### src/hdl/tofj_pkg.sv
`timescale 1ns / 1ps

package tofj_pkg;

  // Payload widths
  localparam int unsigned ByteW     = 8;
  localparam int unsigned WordsW    = 4;
  localparam int unsigned VerdictW  = 3;
  localparam int unsigned OffsetW   = 6;
  localparam int unsigned SubtypeW  = 4;
  localparam int unsigned CfgIndexW = 1;
  localparam int unsigned CfgDataW  = 8;

  // Fixed TCP header part and option byte codes
  localparam logic [OffsetW-1:0] BaseHeaderBytes = 6'd20;
  localparam logic [WordsW-1:0]  MinHeaderWords  = 4'd5;
  localparam logic [ByteW-1:0]   KindEol         = 8'd0;
  localparam logic [ByteW-1:0]   KindNop         = 8'd1;
  localparam logic [ByteW-1:0]   MinOptionLen    = 8'd2;

  // Configuration reset values
  localparam logic [ByteW-1:0]    MultipathKindReset = 8'd30;
  localparam logic [SubtypeW-1:0] JoinSubtypeReset   = 4'd1;

  // Configuration register indexes
  typedef enum logic [CfgIndexW-1:0] {
    CFG_MULTIPATH_KIND = 1'b0,
    CFG_JOIN_SUBTYPE   = 1'b1
  } cfg_index_t;

  // Walk phase
  typedef enum logic [2:0] {
    PH_DONE,
    PH_KIND,
    PH_LEN,
    PH_SUB,
    PH_SKIP
  } phase_t;

  // Verdict codes
  typedef enum logic [VerdictW-1:0] {
    V_JOIN      = 3'd0,
    V_EOL       = 3'd1,
    V_BAD_LEN   = 3'd2,
    V_TRUNCATED = 3'd3,
    V_EXHAUSTED = 3'd4
  } verdict_t;

  // One result item
  typedef struct packed {
    verdict_t             verdict;
    logic [OffsetW-1:0]   option_offset;
  } result_t;

endpackage

### src/hdl/tofj_if.sv
`timescale 1ns / 1ps

// Option byte channel
interface tofj_in_if;
  logic                              valid;
  logic                              ready;
  logic [tofj_pkg::ByteW-1:0]        data_byte;
  logic                              first_item;
  logic [tofj_pkg::WordsW-1:0]       header_words;

  modport source (output valid, data_byte, first_item, header_words, input ready);
  modport sink   (input valid, data_byte, first_item, header_words, output ready);
endinterface

// Verdict channel
interface tofj_out_if;
  logic                              valid;
  logic                              ready;
  logic [tofj_pkg::VerdictW-1:0]     verdict;
  logic [tofj_pkg::OffsetW-1:0]      option_offset;

  modport source (output valid, verdict, option_offset, input ready);
  modport sink   (input valid, verdict, option_offset, output ready);
endinterface

### src/hdl/tcp_option_join_finder_top.sv
`timescale 1ns / 1ps

// TCP option join finder.
// The opt channel carries the options area one byte per transfer; first_item
// marks the first byte of a header and carries its data offset in words.
// The result channel gives one verdict per header: the offset of the first
// join option of the configured multipath kind, end-of-list, bad length,
// truncated option or area exhausted. Bytes after a verdict are dropped
// until the next first_item.
// Configuration: cfg_we with cfg_index 0 writes the multipath kind, index 1
// the join subtype; write only while the block is idle.
// Throughput: one byte per cycle while the skid stage is empty. The walk
// state updates in the cycle of the transfer; a verdict goes to the result
// register, or to the skid stage while the result register is full.
// A result register plus a one-entry skid stage decouple the channels: the
// block keeps taking bytes while one verdict waits, and stops only when both
// stages are full.
// Reset (synchronous, active high) empties both stages, returns the walk to
// waiting for a first item and loads kind 30 and subtype 1.
module tcp_option_join_finder_top (
  input  logic                               clk,
  input  logic                               rst,
  tofj_in_if.sink                            opt,
  tofj_out_if.source                         result,
  input  logic                               cfg_we,
  input  logic [tofj_pkg::CfgIndexW-1:0]     cfg_index,
  input  logic [tofj_pkg::CfgDataW-1:0]      cfg_data
);

  // Configuration registers
  logic [tofj_pkg::ByteW-1:0]    multipath_kind;
  logic [tofj_pkg::SubtypeW-1:0] join_subtype;

  // Walk state
  tofj_pkg::phase_t              phase, phase_next;
  logic [tofj_pkg::OffsetW-1:0]  bytes_left, bytes_left_next;
  logic [tofj_pkg::OffsetW-1:0]  skip_left, skip_left_next;
  logic [tofj_pkg::OffsetW-1:0]  byte_pos, byte_pos_next;
  logic [tofj_pkg::OffsetW-1:0]  opt_start, opt_start_next;
  logic                          kind_match, kind_match_next;

  // Working values after a possible restart
  tofj_pkg::phase_t              ph;
  logic [tofj_pkg::OffsetW-1:0]  bl;
  logic [tofj_pkg::OffsetW-1:0]  bl_dec;
  logic [tofj_pkg::OffsetW-1:0]  sk;
  logic [tofj_pkg::OffsetW-1:0]  sk_dec;
  logic [tofj_pkg::OffsetW-1:0]  area_bytes;

  logic                          take;
  logic                          res_valid;
  tofj_pkg::result_t             res;

  // Output register and skid stage
  logic                          o_valid, s_valid;
  tofj_pkg::result_t             o_data, s_data;
  logic                          pop;

  assign take      = opt.valid & opt.ready;
  assign opt.ready = ~s_valid;
  assign pop       = o_valid & result.ready;

  // Area length from the data offset
  assign area_bytes = (opt.header_words >= tofj_pkg::MinHeaderWords)
                    ? ({opt.header_words, 2'b00} - tofj_pkg::BaseHeaderBytes)
                    : '0;

  // Step the walk by one byte
  always_comb begin
    phase_next      = phase;
    bytes_left_next = bytes_left;
    skip_left_next  = skip_left;
    byte_pos_next   = byte_pos;
    opt_start_next  = opt_start;
    kind_match_next = kind_match;
    res_valid       = 1'b0;
    res.verdict     = tofj_pkg::V_EXHAUSTED;
    res.option_offset = '0;
    ph = phase;
    bl = bytes_left;
    sk = skip_left;

    // Restart on a first byte
    if (opt.first_item) begin
      bl              = area_bytes;
      sk              = '0;
      bytes_left_next = area_bytes;
      skip_left_next  = '0;
      byte_pos_next   = '0;
      opt_start_next  = '0;
      kind_match_next = 1'b0;
      if (area_bytes == '0) begin
        ph        = tofj_pkg::PH_DONE;
        res_valid = 1'b1;
      end else begin
        ph = tofj_pkg::PH_KIND;
      end
      phase_next = ph;
    end

    bl_dec = (bl != '0) ? bl - 1'b1 : bl;
    sk_dec = (sk != '0) ? sk - 1'b1 : sk;

    case (ph)
      tofj_pkg::PH_KIND: begin
        if (opt.data_byte == tofj_pkg::KindEol) begin
          phase_next  = tofj_pkg::PH_DONE;
          res_valid   = 1'b1;
          res.verdict = tofj_pkg::V_EOL;
        end else if (opt.data_byte == tofj_pkg::KindNop) begin
          byte_pos_next   = byte_pos_next + 1'b1;
          bytes_left_next = bl_dec;
          phase_next      = tofj_pkg::PH_KIND;
          if (bl_dec == '0) begin
            phase_next = tofj_pkg::PH_DONE;
            res_valid  = 1'b1;
          end
        end else if (bl <= 6'd1) begin
          phase_next  = tofj_pkg::PH_DONE;
          res_valid   = 1'b1;
          res.verdict = tofj_pkg::V_TRUNCATED;
        end else begin
          kind_match_next = (opt.data_byte == multipath_kind);
          opt_start_next  = byte_pos_next;
          byte_pos_next   = byte_pos_next + 1'b1;
          bytes_left_next = bl_dec;
          phase_next      = tofj_pkg::PH_LEN;
        end
      end
      tofj_pkg::PH_LEN: begin
        if (opt.data_byte < tofj_pkg::MinOptionLen) begin
          phase_next  = tofj_pkg::PH_DONE;
          res_valid   = 1'b1;
          res.verdict = tofj_pkg::V_BAD_LEN;
        end else if ({1'b0, opt.data_byte} > ({3'b000, bl} + 9'd1)) begin
          phase_next  = tofj_pkg::PH_DONE;
          res_valid   = 1'b1;
          res.verdict = tofj_pkg::V_TRUNCATED;
        end else begin
          skip_left_next  = opt.data_byte[tofj_pkg::OffsetW-1:0] - 6'd2;
          byte_pos_next   = byte_pos + 1'b1;
          bytes_left_next = bl_dec;
          if (skip_left_next == '0) begin
            phase_next = tofj_pkg::PH_KIND;
            if (bl_dec == '0) begin
              phase_next = tofj_pkg::PH_DONE;
              res_valid  = 1'b1;
            end
          end else begin
            phase_next = kind_match ? tofj_pkg::PH_SUB : tofj_pkg::PH_SKIP;
          end
        end
      end
      tofj_pkg::PH_SUB,
      tofj_pkg::PH_SKIP: begin
        if (ph == tofj_pkg::PH_SUB && opt.data_byte[7:4] == join_subtype) begin
          phase_next        = tofj_pkg::PH_DONE;
          res_valid         = 1'b1;
          res.verdict       = tofj_pkg::V_JOIN;
          res.option_offset = opt_start;
        end else begin
          skip_left_next  = sk_dec;
          byte_pos_next   = byte_pos + 1'b1;
          bytes_left_next = bl_dec;
          if (sk_dec == '0) begin
            phase_next = tofj_pkg::PH_KIND;
            if (bl_dec == '0) begin
              phase_next = tofj_pkg::PH_DONE;
              res_valid  = 1'b1;
            end
          end else begin
            phase_next = tofj_pkg::PH_SKIP;
          end
        end
      end
      default: begin
      end
    endcase
  end

  // Hold configuration
  always_ff @(posedge clk) begin
    if (rst) begin
      multipath_kind <= tofj_pkg::MultipathKindReset;
      join_subtype   <= tofj_pkg::JoinSubtypeReset;
    end else if (cfg_we) begin
      case (cfg_index)
        tofj_pkg::CFG_MULTIPATH_KIND: multipath_kind <= cfg_data;
        tofj_pkg::CFG_JOIN_SUBTYPE:   join_subtype <= cfg_data[tofj_pkg::SubtypeW-1:0];
        default: begin
        end
      endcase
    end
  end

  // Advance the walk on each transfer
  always_ff @(posedge clk) begin
    if (rst) begin
      phase      <= tofj_pkg::PH_DONE;
      bytes_left <= '0;
      skip_left  <= '0;
      byte_pos   <= '0;
      opt_start  <= '0;
      kind_match <= 1'b0;
    end else if (take) begin
      phase      <= phase_next;
      bytes_left <= bytes_left_next;
      skip_left  <= skip_left_next;
      byte_pos   <= byte_pos_next;
      opt_start  <= opt_start_next;
      kind_match <= kind_match_next;
    end
  end

  // Result register and skid stage
  always_ff @(posedge clk) begin
    if (rst) begin
      o_valid <= 1'b0;
      s_valid <= 1'b0;
    end else if (!o_valid || pop) begin
      if (s_valid) begin
        o_valid <= 1'b1;
        s_valid <= 1'b0;
      end else begin
        o_valid <= take & res_valid;
      end
    end else if (take && res_valid) begin
      s_valid <= 1'b1;
    end
  end

  always_ff @(posedge clk) begin
    if (!o_valid || pop) begin
      o_data <= s_valid ? s_data : res;
    end
    if (o_valid && !pop && !s_valid) begin
      s_data <= res;
    end
  end

  assign result.valid         = o_valid;
  assign result.verdict       = o_data.verdict;
  assign result.option_offset = o_data.option_offset;

endmodule
### src/flat_wrapper.sv
// flat-port wrapper written by rule: the top's interface ports become plain ports
module tcp_option_join_finder_top_flat 
  (clk, rst, cfg_we, cfg_index, cfg_data, opt_valid, opt_data_byte, opt_first_item, opt_header_words, opt_ready, result_valid, result_verdict, result_option_offset, result_ready);
  tofj_in_if opt_i ();
  tofj_out_if result_i ();
  input  logic clk;
  input  logic rst;
  input  logic cfg_we;
  input  logic [tofj_pkg::CfgIndexW-1:0] cfg_index;
  input  logic [tofj_pkg::CfgDataW-1:0] cfg_data;
  input wire logic [$bits(opt_i.valid)-1:0] opt_valid;
  input wire logic [$bits(opt_i.data_byte)-1:0] opt_data_byte;
  input wire logic [$bits(opt_i.first_item)-1:0] opt_first_item;
  input wire logic [$bits(opt_i.header_words)-1:0] opt_header_words;
  output wire logic [$bits(opt_i.ready)-1:0] opt_ready;
  output wire logic [$bits(result_i.valid)-1:0] result_valid;
  output wire logic [$bits(result_i.verdict)-1:0] result_verdict;
  output wire logic [$bits(result_i.option_offset)-1:0] result_option_offset;
  input wire logic [$bits(result_i.ready)-1:0] result_ready;
  assign opt_i.valid = opt_valid;
  assign opt_i.data_byte = opt_data_byte;
  assign opt_i.first_item = opt_first_item;
  assign opt_i.header_words = opt_header_words;
  assign opt_ready = opt_i.ready;
  assign result_valid = result_i.valid;
  assign result_verdict = result_i.verdict;
  assign result_option_offset = result_i.option_offset;
  assign result_i.ready = result_ready;
  tcp_option_join_finder_top u_core (.clk(clk), .rst(rst), .opt(opt_i), .result(result_i), .cfg_we(cfg_we), .cfg_index(cfg_index), .cfg_data(cfg_data));
endmodule
### config.mk
export PLATFORM = sky130hd
export DESIGN_NAME = tcp_option_join_finder_top_flat
export DESIGN_NICKNAME = d
export VERILOG_FILES = /design/src/hdl/tofj_pkg.sv /design/src/hdl/tofj_if.sv /design/src/hdl/tcp_option_join_finder_top.sv /design/src/flat_wrapper.sv
export SDC_FILE = /design/constraint.sdc
export NUM_CORES = 1
export LEC_CHECK = 0
export BUFFER_PORTS_ARGS = -buffer_cell sky130_fd_sc_hd__buf_2
export CORE_ASPECT_RATIO = 1.25
export CORE_MARGIN = 2
export CORE_UTILIZATION = 25
export DETAILED_ROUTE_END_ITERATION = 8
export HOLD_SLACK_MARGIN = 0.12
export SLEW_MARGIN = 20
export SYNTH_ARGS = -nofsm -noshare
export SYNTH_HDL_FRONTEND = slang
export SYNTH_SLANG_ARGS = --single-unit
### constraint.sdc
create_clock -name clk -period 4.6 [get_ports clk]
set_input_delay 0.23 -clock clk [delete_from_list [all_inputs] [get_ports clk]]
set_output_delay 0.23 -clock clk [all_outputs]
set_load 0.02 [all_outputs]
==> results of run 1 <==
[power by group]
| group | internal (W) | total, W | switching [W] |
|---|---|---|---|
| clock network | 0.000419 | 0.000670 | 0.000251 |
| logic | 0.000117 | 0.000311 | 0.000194 |
| registers | 0.000572 | 0.000591 | 0.0000189 |
| total | 0.00111 | 0.00157 | 0.000464 |
[registers in the layout, indices dropped and copies added (netlist names), 4 cells and up]
name                         flops
u_core.opt_start                 6
u_core.join_subtype              4
u_core.result.option_offset      6
u_core.bytes_left                6
u_core.skip_left                 6
u_core.multipath_kind            8
u_core.s_data                    9
u_core.byte_pos                  6
[cell usage in the layout, fill, tap and decap left out, types with 5 or more instances in the layout]
| master | netlist | layout |
|---|---|---|
| inv_1 | 19 | 19 |
| buf_2 | 5 | 37 |
| ha_1 | 18 | 18 |
| mux2_2 | 10 | 10 |
| a21o_1 | 7 | 7 |
| nor2_1 | 36 | 36 |
| a31oi_1 | 8 | 8 |
| nand2b_1 | 8 | 8 |
| nand3_1 | 20 | 20 |
| xnor2_1 | 19 | 19 |
| xor2_1 | 5 | 5 |
| o22ai_1 | 8 | 8 |
| a21oi_1 | 38 | 38 |
| nand4_1 | 10 | 10 |
| nor3_1 | 13 | 13 |
| and2_1 | 9 | 9 |
| nand2_1 | 45 | 45 |
| mux2i_1 | 10 | 10 |
| clkbuf_16 | 0 | 9 |
| nor2b_1 | 7 | 7 |
| o21ai_0 | 35 | 35 |
| nor4_1 | 5 | 5 |
| a22oi_1 | 5 | 5 |
| dfxtp_1 | 42 | 42 |
| o211ai_1 | 7 | 7 |
| buf_4 | 0 | 6 |
| edfxtp_1 | 18 | 18 |
[logic make-up after synthesis]
logic type	Yosys count	synth area share, %
adder cells (fa/ha/maj)	18	5.53
multiplexers	20	5.22
XOR/XNOR	24	5.16
AO/OA/AOI/OAI	150	25.1
flip-flops	60	33.9
buffers and inverters	45	4.70
AND/OR/NAND/NOR	168	20.4
[final timing paths]
| kind | start | endpoint | slack, ns | cells after the start |
|---|---|---|---|---|
| worst max-delay path | opt_header_words[0] | u_core.skip_left[5] | 0.95 | 17 |
| worst min-delay path | cfg_data[1] | u_core.multipath_kind[1] | 0.13 | 3 |
| worst max register to register | u_core.bytes_left[0] | u_core.skip_left[5] | 1.04 | 14 |
| worst min register to register | u_core.opt_start[1] | u_core.opt_start[1] | 0.47 | 2 |
[metrics by stage]
| stage | power [W] | std cells | util [%] | area, um2 |
|---|---|---|---|---|
| floorplan | 0.000827 | 485 | - | 4080 |
| global placement | 0.000912 | 718 | 27.7 | 4460 |
| detailed placement | 0.000910 | 718 | 27.7 | 4460 |
| CTS | 0.00158 | 735 | 29.6 | 4760 |
| global route | 0.00165 | 735 | 29.6 | 4760 |
| finish | 0.00157 | 735 | 29.6 | 4760 |
[metal layers]
| layer | vias to the layer above | track usage, % | wire [um] |
|---|---|---|---|
| met4 | 0 | 5.54 | 352 |
| li1 | 1855 | - | - |
| met2 | 130 | 20.8 | 4820 |
| met3 | 27 | 3.11 | 629 |
| met5 | - | 0 | 0 |
| met1 | 1709 | 15.6 | 4770 |
[critical path, delay by kind of cell]
kind,cells,cell delay (ns)
AOI/OAI and AO/OA,9,2.10
adders and majority gates,2,0.55
buffers and inverters,2,0.21
and+or+nand+nor,4,0.75
[cell type report]
type,instances,area share [%]
clock buffers,10,4.81
clock inverters,6,1.34
inverters,19,1.50
multi-input cells,380,52.6
flip-flops and latches,60,29.0
well taps,216,5.68
repair buffers,44,5.05
[timing repair]
| item | in CTS | in global routing |
|---|---|---|
| hold buffers | 1 | 0 |
| buffers inserted | 0 | 0 |
| resized for setup | 0 | 0 |
| endpoints found under the hold margin | 1 | 0 |
==> reports/results.tsv, run 1 <==
metric	value	unit
Iter 0 DRT Violations	288	
largest cells by area after synthesis	dfxtp_1 (21%), edfxtp_1 (13%), ha_1 (5.5%)	
Commonest cells post-synth	nand2_1 (45), dfxtp_1 (42), a21oi_1 (38)	
residual DRC count	0	
Most used DFF post-synth	dfxtp_1	
H-tree depth	3	
Worst Max-Slew Pin Slew	0.898	ns
cell count after synthesis	485	
max cap viols	0	
Layout Nets	559	
Final min period	3.65	ns
vias per inst	5.06	
Leakage	1.79	nW
Worst EP required	4.81	ns
Max Root-Sink Buffers	2	
post-synth top area share	20.6	%
Cell Chain, Critical Path	buf_2, inv_1, ha_1, nand2b_1, a21oi_1, o21ai_0, nand3_1, or3_1, ha_1, a211o_1, a21oi_1, o21ai_1, a211o_1, o21ai_0, o21ai_0, a22oi_1, nor2_1	
total negative slack	0	ns
most frequent CP cell	o21ai_0	
CP Class	in -> reg	
first-pass GRT wire length	17800	um
wire per inst	14.4	um
Power Density	330	mW/mm2
Worst setup EP type	register	
final hold violation count	0	
post-route antenna net violation count	0	
Rel. slew slack	40.0	%
register area	0.00138	mm2
clk sinks	60	
fillers	1718	
initial antenna violation count	0	
CP peak stage delay	0.42	ns
Die Area	0.0173	mm2
register bit total from synthesis	60	
worst min-delay path class	in -> reg	
status	complete, no violations	
total overflow reported by the global router	0	
root buffer cell	clkbuf_16	
clock insertion delay at the later pin of the skew report	0.33	ns
fmax	274	MHz
area of the multi-input gates	0.00250	mm2
n_diodes	0	
post-synth cell types	72	
GRT Total Usage	12.6	%
worst vdd ir	0.138	mV
gpl congestion	0.864	
clk_skew	0.00734	ns
RSZ-0062 raised after global routing	false	
dpl ws	0.618	ns
Die Wd	118	um
largest net degree at the start of global routing	30	
CTS tree	done	
quantity of I/O buffers inserted on ports	37	
# rows	52	
area of the mapped netlist	0.00408	mm2
worst setup margin	0.950	ns
TritonRoute pass-1 iters	6	
cell taking the most area after synthesis	dfxtp_1	
Seq/Total Area, Yosys	33.9	%
CP max-delay cell	a211o_1	
max-slew violations	0	
via count	3721	
starting density of the core	25.4	%
die height	147	um
synthesis-to-finish area growth	16.8	%
fin crit share	79.4	%
Syn Nets	530	
asr flop ratio synth	0	%
critical path arrival	3.86	ns
hold slack	0.135	ns
TritonCTS buffer count	9	
Routed WL	10600	um
Worst Setup Start Kind	input port	
Boundary Pins	38	
cell with the most instances after synthesis	nand2_1	
core outline area	0.0161	mm2
layout cells sized above 1	16.2	%
Post-synth EDFFs	18	
Crit Path Max Fanout	8	
clk slew on worst S/H paths	0.05	ns
Synth warnings	0	
syn avg cell area	8.40	um2
vias in the first global route	3628	
DP HPWL	7910	um
Finish-stage setup viols	0	
Note: power is estimated with default switching activity, not from simulation.
==> run 2: changes to the inputs <==
clock period = 3.11 ns   (was 4.6 ns; I/O delays follow)
==> run 2 against run 1 <==
  * Non-clock buffer count grew 57
  * Sequential power grew 48%
  * Total power grew 62%
  * Flip-flop and latch count did not move
  * Critical path type unchanged
  * Highest routed layer unchanged
==> reports/results.tsv, run 2 (synthesized netlist as in run 1, its figures left out) <==
metric	value	unit
M1 GR Usage	16.0	%
top flop regs	u_core.s_data x9, u_core.multipath_kind x8	
largest reg by FF count	u_core.s_data	
Rel. slew slack	39.3	%
vias in the first global route	3810	
Die Area	0.0173	mm2
GRT busiest layer	met2	
clk_skew	0.00860	ns
GRT Total Usage	13.3	%
Routed WL	11400	um
Boundary Pins	38	
final hold violation count	0	
Worst Setup Start Kind	input port	
Layout Nets	616	
TritonCTS buffer count	9	
R2R depth	15	
# rows	52	
residual DRC count	0	
Final min period	3.02	ns
Worst EP required	3.30	ns
gpl congestion	0.860	
starting density of the core	25.4	%
total overflow reported by the global router	0	
RR Endpoint	u_core.bytes_left[0]	
Worst setup EP type	register	
DP HPWL	8380	um
Die Wd	118	um
status	complete, no violations	
vias per inst	4.93	
Iter 0 DRT Violations	227	
worst min-delay path class	in -> reg	
critical path arrival	3.21	ns
worst vdd ir	0.251	mV
max cap viols	0	
wire per inst	14.4	um
Max Root-Sink Buffers	2	
CTS tree	done	
largest net degree at the start of global routing	30	
Final Util	33.6	%
Crit Path Max Fanout	5	
die height	147	um
clk sinks	60	
Worst R2R Setup Slack	0.11	ns
met3 Resource Use GR	3.45	%
Hold Crit Endpoint	u_core.join_subtype[3]	
Power Density	472	mW/mm2
min-delay src	cfg_we	
post-route antenna net violation count	0	
fin crit share	97.0	%
Worst Max-Slew Pin Slew	0.909	ns
launch point of the worst reg-to-reg path	u_core.bytes_left[3]	
clock insertion delay at the later pin of the skew report	0.33	ns
max FFs per register	9	
quantity of I/O buffers inserted on ports	37	
Pwr Total	0.00255	W
Finish-stage setup viols	0	
CP Class	in -> reg	
n_diodes	0	
H-tree depth	3	
post-route cell area	0.00540	mm2
first-pass GRT wire length	18700	um
max-slew violations	0	
fillers	1703	
initial antenna violation count	0	
clk slew on worst S/H paths	0.06	ns
TritonRoute pass-1 iters	4	
leading cell type in the layout, fill and taps excluded	buf_4	
dpl cell area	0.00483	mm2
met2 usage	22.9	%
fmax	332	MHz
root buffer cell	clkbuf_16	
synthesis-to-finish area growth	32.6	%
Worst Hold Path Cells	3	
core outline area	0.0161	mm2
most frequent cells in the layout	buf_4 (55), nand2_1 (44), dfxtp_1 (40)	
Leakage	2.11	nW
via count	3907	
total negative slack	0	ns
layout cells sized above 1	27.6	%
RSZ-0062 raised after global routing	true	
run 2: changes by cell type in the layout (fill, tap and decap cells not counted), moves of 3 or more:
| cell | before | now |
|---|---|---|
| a21oi_1 | 38 | 35 |
| a21oi_2 | 0 | 3 |
| buf_4 | 6 | 55 |
| dlygate4sd3_1 | 1 | 8 |
| ha_1 | 18 | 15 |
| ha_4 | 0 | 3 |
| inv_1 | 19 | 15 |
| o21ai_0 | 35 | 30 |
| o21ai_2 | 0 | 4 |
run 2: worst max-delay path, stage by stage:
cell and delay [ns]:
buf_12 0.09, inv_12 0.03, ha_4 0.16, or3b_4 0.40, a31o_4 0.25, or3_4 0.35
ha_4 0.23, a211o_1 0.26, a21oi_2 0.11, o21ai_2 0.09, a211oi_2 0.19, buf_4 0.16
a211oi_4 0.06, buf_6 0.15, a21oi_4 0.22, mux2i_1 0.23, a21oi_1 0.08
run 2: cell type report:
class	count	area, um2	area share (%)
tap	216	270	5.00
clock inverter	4	72.6	1.34
sequential	60	1380	25.6
inverter	19	88.8	1.64
clock buffer	12	256	4.75
multi-input combinational	380	2620	48.4
timing repair buffer	101	714	13.2
run 2: through the flow:
stage | setup WS (ns) | hold WS, ns | std cells
after global routing | -0.0328 | 0.161 | 792
final | 0.0943 | 0.132 | 792
after global placement | -0.385 | 0.374 | 761
after detailed placement | -0.431 | 0.379 | 761
after floorplan | -0.0776 | 0.284 | 485
after CTS | 0.00985 | 0.125 | 787
run 2: what timing repair did:
item                                    4_1_cts  5_1_grt
resized for setup                             8       23
buffers inserted                              2        5
pin swaps                                     5        6
endpoints found under the hold margin        12        0
hold buffers                                  8        0
endpoints found under the setup margin        6       14
run 2: worst max path at each step:
stage / startpoint / end / cells past startpoint
2_1_floorplan: opt_header_words[1] / u_core.bytes_left[0] / 15
3_3_place_gp: opt_header_words[1] / u_core.result.verdict[1] / 14
3_5_place_dp: opt_header_words[1] / u_core.result.verdict[2] / 16
4_1_cts: opt_header_words[1] / u_core.result.verdict[2] / 16
5_1_grt: u_core.bytes_left[3] / u_core.bytes_left[1] / 15
6_report: opt_header_words[1] / u_core.bytes_left[0] / 17
run 2: routing by layer:
layer,vias to the layer above,wire (um)
met5,-,0
met4,0,215
met3,21,714
met2,104,5600
met1,1817,4880
li1,1965,-
run 2: report_power, final:
part           leakage, nW  internal, W  switching, W  total (W)
clock                0.160     0.000744      0.000362    0.00111
sequential           0.533     0.000847     0.0000277   0.000875
combinational         1.41     0.000250      0.000319   0.000568
total                 2.11      0.00184      0.000709    0.00255
==> run 3: changes to the inputs <==
RECOVER_POWER = 100   (was default)
==> run 3 against run 2 <==
  * Cell count is the same
  * Sequential power is essentially flat
  * Clock-buffer cell count is the same
  * Via count grew 0.61%
  * Routed wire length grew 0.61%
  * Flip-flop and latch count is the same
  * Worst hold slack lost 0.0029 ns
  * Die area is the same
  * Non-clock buffer count is the same
  * Sequential share of layout area grew 0.071 points
  * Worst setup slack lost 0.0062 ns
  * Clock power is essentially flat
==> reports/results.tsv, run 3 (synthesized netlist as in run 1, its figures left out) <==
metric	value	unit
vias per inst	4.96	
CTS tree	done	
Crit Path Max Fanout	5	
# rows	52	
GRT Total Usage	13.3	%
Worst Setup Start Kind	input port	
register area	0.00138	mm2
clock insertion delay at the later pin of the skew report	0.34	ns
leading cell type in the layout, fill and taps excluded	buf_4	
Sw Share	27.9	%
crit path buf inv count	4	
Die Wd	118	um
H-tree depth	3	
core outline area	0.0161	mm2
Sw Pwr	0.000712	W
critical path's top delay family	compound AO/OA/AOI/OAI gates	
wire per inst	14.5	um
post-route antenna net violation count	0	
largest reg by FF count	u_core.s_data	
quantity of I/O buffers inserted on ports	37	
starting density of the core	25.4	%
DP HPWL	8380	um
fillers	1713	
Reg power frac	34.3	%
status	complete, no violations	
Worst EP required	3.30	ns
final hold violation count	0	
largest net degree at the start of global routing	30	
max cap viols	0	
CP max-delay cell	or3b_4	
Die Area	0.0173	mm2
Cell Chain, Critical Path	buf_12, inv_12, ha_4, or3b_4, a31o_4, or3_4, ha_4, a211o_1, a21oi_2, o21ai_2, a211oi_2, buf_4, a211oi_4, buf_6, a21oi_4, mux2i_1, a21oi_1	
via count	3931	
most frequent cells in the layout	buf_4 (55), nand2_1 (44), dfxtp_1 (40)	
worst vdd ir	0.251	mV
Layout Nets	616	
Rel. slew slack	39.1	%
Clk pwr share	43.4	%
top flop regs	u_core.s_data x9, u_core.multipath_kind x8	
Final min period	3.02	ns
first-pass GRT wire length	18700	um
Worst setup EP type	register	
root buffer cell	clkbuf_16	
Worst Max-Slew Pin Slew	0.911	ns
CP Class	in -> reg	
max FFs per register	9	
# placed instances	761	
layout cells sized above 1	25.5	%
initial antenna violation count	0	
clk slew on worst S/H paths	0.06	ns
n_diodes	0	
RSZ-0062 raised after global routing	true	
TritonRoute pass-1 iters	5	
most frequent CP cell	ha_4	
post-route insts no fill	792	
CP peak stage delay	0.40	ns
combinational power share	22.2	%
Boundary Pins	38	
Power Density	473	mW/mm2
TritonCTS buffer count	9	
worst min-delay path class	in -> reg	
Final Util	33.5	%
area of the multi-input gates	0.00262	mm2
total overflow reported by the global router	0	
fmax	331	MHz
Leakage	2.06	nW
gpl congestion	0.860	
synthesis-to-finish area growth	32.2	%
Finish-stage setup viols	0	
Max Root-Sink Buffers	2	
vias in the first global route	3810	
post-route cell area	0.00539	mm2
dpl cell area	0.00483	mm2
clk_skew	0.00974	ns
fin crit share	97.2	%
clk sinks	60	
internal power	0.00184	W
residual DRC count	0	
critical path arrival	3.22	ns
Routed WL	11500	um
die height	147	um
max-slew violations	0	
Iter 0 DRT Violations	227	
run 3: path summary, 6_finish.rpt:
| check | start | end | slack, ns | cells after the start |
|---|---|---|---|---|
| setup / recovery | opt_header_words[1] | u_core.bytes_left[0] | 0.09 | 17 |
| hold / removal | cfg_we | u_core.join_subtype[3] | 0.13 | 3 |
| setup reg to reg | u_core.bytes_left[3] | u_core.bytes_left[0] | 0.10 | 15 |
| hold reg to reg | u_core.opt_start[1] | u_core.opt_start[1] | 0.46 | 2 |
run 3: power groups by stage:
stage	registers [W]	clock network, W	logic [W]
finish	0.000875	0.00111	0.000567
global route	0.000880	0.00116	0.000622
CTS	0.000873	0.00113	0.000545
detailed placement	0.000889	0	0.000523
global placement	0.000889	0	0.000523
floorplan	0.000897	0	0.000333
run 3: layout make-up:
cell class                      count  area share, %
Sequential cell                    60           25.7
Tap cell                          216           5.02
Timing Repair Buffer              101           13.0
Multi-Input combinational cell    380           48.6
Inverter                           19           1.65
Clock buffer                       12           4.76
Clock inverter                      4           1.35
run 3: metrics by stage:
stage	power, W	setup slack, ns	hold slack [ns]	setup TNS [ns]
CTS	0.00254	0.00985	0.125	0
finish	0.00255	0.0881	0.129	0
global placement	0.00141	-0.385	0.374	-7.17
floorplan	0.00123	-0.0776	0.284	-0.236
detailed placement	0.00141	-0.431	0.379	-7.92
global route	0.00266	-0.0328	0.161	-0.0553
run 3: worst min-delay path: cells and delay by family:
| family | cells | cell delay (ns) |
|---|---|---|
| AO/OA/AOI/OAI | 1 | 0.05 |
| buffers and inverters | 1 | 0.13 |
| AND/OR/NAND/NOR | 1 | 0.08 |
run 3: per-layer routing:
layer	global-route usage [%]	vias to the layer above	wire length [um]
met4	5.00	0	262
li1	-	1962	-
met5	0	-	0
met3	3.45	27	553
met2	22.9	101	5580
met1	16.0	1841	5090
run 3: repair_timing:
item | in CTS | in global routing
hold buffers | 8 | 0
setup buffers | 2 | 5
gates cloned | 0 | 0
pin swaps | 5 | 6
hold endpoints to repair | 12 | 0
setup endpoints to repair | 6 | 14
gates resized for setup | 8 | 23
